--- src/sv/ttcw_pkg.sv ---
// ----------------------------------------------------------------------------
// ttcw_pkg: shared definitions for the text terminal cell writer
// Screen geometry, field widths, character codes and the cursor link types.
// ----------------------------------------------------------------------------
`default_nettype none

package ttcw_pkg;

  // Screen geometry
  localparam int unsigned COLUMNS    = 80;
  localparam int unsigned ROWS       = 25;
  localparam int unsigned CELL_COUNT = COLUMNS * ROWS;
  localparam int unsigned SHIFT_LAST = (ROWS - 1) * COLUMNS;

  // Internal widths
  localparam int unsigned MEM_AW = $clog2(CELL_COUNT);
  localparam int unsigned COL_W  = $clog2(COLUMNS);
  localparam int unsigned ROW_W  = $clog2(ROWS);
  localparam int unsigned COLX_W = $clog2(COLUMNS + 8);
  localparam int unsigned ROWX_W = $clog2(ROWS + 1);

  // Field widths
  localparam int unsigned OP_W    = 2;
  localparam int unsigned CODE_W  = 8;
  localparam int unsigned COLOR_W = 4;
  localparam int unsigned ADDR_W  = 11;
  localparam int unsigned LOC_W   = 11;
  localparam int unsigned CELL_W  = 16;

  // Stream widths
  localparam int unsigned IN_TDATA_W  = 32;
  localparam int unsigned OUT_TDATA_W = 32;
  localparam int unsigned OUT_PAD_W   = OUT_TDATA_W - (LOC_W + CELL_W + 1);

  localparam logic [CELL_W-1:0] BLANK_CELL = 16'h0F20;

  // Character codes
  localparam logic [CODE_W-1:0] CH_BS    = 8'h08;
  localparam logic [CODE_W-1:0] CH_TAB   = 8'h09;
  localparam logic [CODE_W-1:0] CH_LF    = 8'h0A;
  localparam logic [CODE_W-1:0] CH_CR    = 8'h0D;
  localparam logic [CODE_W-1:0] CH_SPACE = 8'h20;
  localparam logic [CODE_W-1:0] CH_LAST  = 8'h7F;

  typedef enum logic [OP_W-1:0] {
    OP_PUT   = 2'd0,
    OP_CLEAR = 2'd1,
    OP_READ  = 2'd2
  } op_e;

  // Top -> cursor
  typedef struct packed {
    logic              put;
    logic              home;
    logic [CODE_W-1:0] code;
  } cur_cmd_t;

  // Cursor -> top
  typedef struct packed {
    logic [MEM_AW-1:0] cell_idx;   // current cursor cell
    logic [LOC_W-1:0]  loc;        // current cursor location
    logic [LOC_W-1:0]  put_loc;    // location after a put of code
    logic              put_scroll; // a put of code scrolls
    logic              printable;  // code writes a cell
    logic [ROW_W-1:0]  row;
  } cur_stat_t;

endpackage

`default_nettype wire

--- src/sv/ttcw_cursor.sv ---
// ----------------------------------------------------------------------------
// ttcw_cursor: cursor position and control-code handling
// Holds column and row, works out the position after a put request.
// ----------------------------------------------------------------------------
`default_nettype none

module ttcw_cursor import ttcw_pkg::*; (
  input  wire logic      clk_i,
  input  wire logic      rst_ni,
  input  wire cur_cmd_t  cmd_i,
  output cur_stat_t      stat_o
);

  logic [COL_W-1:0]  col_q, col_d;
  logic [ROW_W-1:0]  row_q, row_d;
  logic [COLX_W-1:0] col_x;
  logic [ROWX_W-1:0] row_x;
  logic [COL_W-1:0]  col_n;
  logic [ROW_W-1:0]  row_n;
  logic              printable;
  logic              scroll;

  function automatic logic [MEM_AW-1:0] loc_of(input logic [ROW_W-1:0] row,
                                               input logic [COL_W-1:0] col);
    return MEM_AW'(row) * MEM_AW'(COLUMNS) + MEM_AW'(col);
  endfunction

  always_comb begin
    col_x     = COLX_W'(col_q);
    row_x     = ROWX_W'(row_q);
    printable = (cmd_i.code >= CH_SPACE) && (cmd_i.code <= CH_LAST);
    case (cmd_i.code)
      CH_BS: begin
        if (col_x != '0) begin
          col_x = col_x - COLX_W'(1);
        end
      end
      CH_TAB: col_x = (col_x + COLX_W'(8)) & ~COLX_W'(7);
      CH_CR:  col_x = '0;
      CH_LF: begin
        col_x = '0;
        row_x = row_x + ROWX_W'(1);
      end
      default: begin
        if (printable) begin
          col_x = col_x + COLX_W'(1);
        end
      end
    endcase
    // wrap past the last column
    if (col_x >= COLX_W'(COLUMNS)) begin
      col_x = '0;
      row_x = row_x + ROWX_W'(1);
    end
    scroll = (row_x >= ROWX_W'(ROWS));
    if (scroll) begin
      row_x = ROWX_W'(ROWS - 1);
    end
    col_n = COL_W'(col_x);
    row_n = ROW_W'(row_x);
  end

  always_comb begin
    col_d = col_q;
    row_d = row_q;
    if (cmd_i.home) begin
      col_d = '0;
      row_d = '0;
    end else if (cmd_i.put) begin
      col_d = col_n;
      row_d = row_n;
    end
  end

  always_ff @(posedge clk_i or negedge rst_ni) begin
    if (!rst_ni) begin
      col_q <= '0;
      row_q <= '0;
    end else begin
      col_q <= col_d;
      row_q <= row_d;
    end
  end

  always_comb begin
    stat_o.cell_idx   = loc_of(row_q, col_q);
    stat_o.loc        = LOC_W'(stat_o.cell_idx);
    stat_o.put_loc    = LOC_W'(loc_of(row_n, col_n));
    stat_o.put_scroll = scroll;
    stat_o.printable  = printable;
    stat_o.row        = row_q;
  end

endmodule

`default_nettype wire

--- config.mk ---
export PLATFORM = sky130hd
export DESIGN_NAME = ttcw_cursor
export DESIGN_NICKNAME = d
export VERILOG_FILES = /design/src/sv/ttcw_pkg.sv /design/src/sv/ttcw_cursor.sv
export SDC_FILE = /design/constraint.sdc
export NUM_CORES = 1
export LEC_CHECK = 0
export BUFFER_PORTS_ARGS = -buffer_cell sky130_fd_sc_hd__buf_4
export CORE_ASPECT_RATIO = 0.8
export CORE_UTILIZATION = 56
export CTS_CLUSTER_SIZE = 40
export DETAILED_ROUTE_END_ITERATION = 10
export MAX_ROUTING_LAYER = met4
export PLACE_DENSITY = 0.85
export REMOVE_ABC_BUFFERS = 1
export SLEW_MARGIN = 40
export SYNTH_ARGS = -nofsm -noshare
export SYNTH_HDL_FRONTEND = slang
export SYNTH_SLANG_ARGS = --single-unit
--- constraint.sdc ---
create_clock -name clk_i -period 5.2 [get_ports clk_i]
set_input_delay 0.26 -clock clk_i [delete_from_list [all_inputs] [get_ports clk_i]]
set_output_delay 0.26 -clock clk_i [all_outputs]
set_load 0.005 [all_outputs]
==> impl_metrics.py <==
metrics = {
    "worst_setup_path": {
        "crit_top_cell": "buf_4",
        "crit_type": "reg -> out",
        "slowest_stage": "fa_1",
        "cp.required_ps": 4940,
        "crit_fanout": 8,
        "crit_arrival_ps": 4720,
        "start_kind": "flop",
        "cpPeakStageDelay_ps": 580,
        "cp-end-kind": "output pin",
        "worstPathCellList": "buf_4 -> nor4_4 -> and3b_2 -> a211oi_2 -> a211o_1 -> o211ai_4 -> mux2_4 -> ha_1 -> ha_2 -> fa_1 -> nand2_2 -> o21bai_4 -> or4b_4 -> a21oi_2 -> a211oi_1 -> xnor3_1 -> buf_4",
    },
    "synthesis": {
        "synth_area_leaders": "ha_1 (14%), dfrtp_1 (13%), xnor2_1 (7.9%)",
        "synthCells": 288,
        "synth_top_area_share": 0.140,
        "synth_async_sr_flop_share": 1.00,
        "ys_seq_area_frac": 0.129,
        "yosys_most_used_dff": "dfrtp_1",
        "synth-warning-count": 0,
        "synth_area_um2": 2330,
        "synth_edf_count": 0,
        "synth_cell_types": 66,
        "ys_ff_latch": 12,
        "synth_area_per_cell_um2": 8.09,
        "netlist.top_cell.by_area": "ha_1",
    },
    "pwr": {
        "power_density_nw_per_um2": 84.6,
        "fin_total_pwr_uw": 256,
        "p_leak_nw": 1.39,
        "peakVddDrop_mv": 0.117,
    },
    "place": {
        "gp_congestion": 0.961,
        "numPortBuffers": 51,
        "place_area_um2": 2740,
        "dp.cells": 387,
        "post-dp-hpwl_mm": 4.58,
        "preCtsSetupSlack_ps": -75.7,
    },
    "clocking": {
        "cts_buffers": 3,
        "htree_levels": 1,
        "clockBufferDepth": 2,
        "cts_tree": "built",
        "cts-root-buf": "clkbuf_8",
        "cts_sinks": 12,
        "clkTransAtPathRegs_ps": 50,
        "insertion_delay_ps": 240,
    },
    "final_layout": {
        "final_cells": 404,
        "fin_nets": 393,
        "drive_above_1_share": 0.361,
        "utilization": 0.781,
        "fin_area_um2": 3030,
        "areaGrowthSynthToFinish_pct": 30.0,
        "diodes": 0,
    },
    "detailed_routing": {
        "first_iter_violations": 277,
        "ant_nets": 0,
        "vias": 2416,
        "firstDrtPassIters": 5,
        "via_per_inst": 5.98,
        "routedWlPerCell_um": 16.3,
        "drc": 0,
        "wirelength_mm": 6.58,
    },
    "run": {
        "cap_violations": 0,
    },
    "grt": {
        "grt.total_usage": 0.293,
        "grt_pass1_wl_mm": 9.75,
        "grt_remaining_overflow": 0,
        "grt_pass1_vias": 2112,
        "grt_max_degree": 15,
        "antenna_found_initial": 0,
    },
    "sta": {
        "tns_ps": 0,
        "skew_ps": 3.09,
        "drv_slew": 0,
        "timing.final.ws_setup_ps": 218,
        "timing.final.crit_share": 0.958,
        "rsz0062_at_grt": "no",
        "fmax_mhz": 201,
        "holdWs_ps": 293,
        "final_hold_viol_count": 0,
        "period_needed_ps": 4980,
        "worst_slew_pin_slew_ps": 533,
        "setup_viol": 0,
        "slew_headroom": 0.644,
    },
    "die": {
        "start_util": 0.600,
        "die_y_um": 59.7,
        "fp.dieW_um": 74.1,
        "die_area_um2": 4420,
        "fp-row-count": 20,
        "core_area_um2": 3880,
        "io_pins": 52,
    },
    "min_path": {
        "hp-class": "in -> reg",
    },
    "outcome": {
        "status": "completed",
    },
}
-- state kept, by name (all words and copies together) (netlist names) --
signal and flops:
col_q 7, row_q 5
-- logic make-up after synthesis --
family	share of synthesized area
simple gates	0.250
flops	0.129
buf+inv	0.114
xor+xnor	0.115
mux	0.0226
compound gates	0.195
fa+ha+maj	0.174
-- routing by layer --
layer / global-route usage / wire (µm)
met5: - / 0
met4: 0.0302 / 76
met3: 0.0287 / 542
met2: 0.484 / 3160
met1: 0.403 / 2800
-- synthesized netlist by cell type, drive strengths merged (2+ instances only) --
| cell type | number |
|---|---|
| o21ai | 11 |
| buf | 23 |
| a211o | 2 |
| xnor2 | 21 |
| nor2b | 3 |
| o32ai | 2 |
| nand2b | 6 |
| nand3 | 17 |
| nand3b | 5 |
| nand4 | 5 |
| mux2i | 3 |
| fa | 4 |
| a21o | 5 |
| mux2 | 2 |
| inv | 18 |
| a31oi | 4 |
| o2111ai | 2 |
| dfrtp | 12 |
| nand4b | 2 |
| a21oi | 18 |
| xor2 | 7 |
| nor2 | 13 |
| o31a | 2 |
| a211oi | 5 |
| or2 | 3 |
| nand2 | 16 |
| nor4 | 2 |
| and2 | 6 |
| nor3 | 5 |
| ha | 26 |
| nor3b | 4 |
| or3 | 3 |
| o31ai | 3 |
| clkbuf | 5 |
| and3 | 4 |
-- cell type report --
type	instances	area [µm²]
tap	55	68.8
clock buffer	3	41.3
timing repair buffer	86	656
inverter	19	73.8
sequential	12	304
multi-input combinational	229	1880
fill	250	851
-- final timing paths --
check                      cells after the start  slack (ps)     start          to
setup / recovery                              17         220  col_q[3]  stat_o[17]
hold / removal                                 2         290  cmd_i[8]    row_q[1]
setup reg to reg                              11        2520  col_q[0]    col_q[5]
hold reg to reg                                2         580  col_q[3]    col_q[3]
max in group asynchronous                      2        4620    rst_ni    col_q[4]
min in group asynchronous                      2         400    rst_ni    col_q[2]
-- report_power, final --
| group | internal (mW) | leakage, nW | switching, mW | total, mW |
|---|---|---|---|---|
| sequential | 0.0948 | 0.161 | 0.00101 | 0.0958 |
| clock | 0.0511 | 0.0216 | 0.0350 | 0.0861 |
| combinational | 0.0362 | 1.21 | 0.0381 | 0.0743 |
| total | 0.182 | 1.39 | 0.0741 | 0.256 |
-- cells in the final DEF (no fill, tap or decap), types with 5 or more instances in the layout --
cell      count
a21o_1        5
a21oi_1      16
and2_1        5
buf_4        83
dfrtp_1       9
ha_1         23
inv_1        15
nand2_1      15
nand2b_1      6
nand3_1      17
nand3b_1      5
nand4_1       5
nor2_1       11
nor3_1        5
o21ai_0       9
xnor2_1      19
xor2_1        7
-- worst max-delay path: cells and delay by family (launching register included) --
kind            cells  cell delay (ps)
mux                 1              350
simple gates        4             1130
fa+ha+maj           3             1060
xor+xnor            1              180
compound gates      6             1020
buf+inv             2              330
flops               1              400
-- what timing repair did --
item | 4_1_cts | 5_1_grt
pin swaps | 7 | 10
buffers inserted | 6 | 7
resized for setup | 11 | 23
gates cloned | 0 | 0
endpoints found under the setup margin | 1 | 1
endpoints found under the hold margin | 12 | 0
hold buffers | 1 | 0
Power figures use the tool's default switching activity.
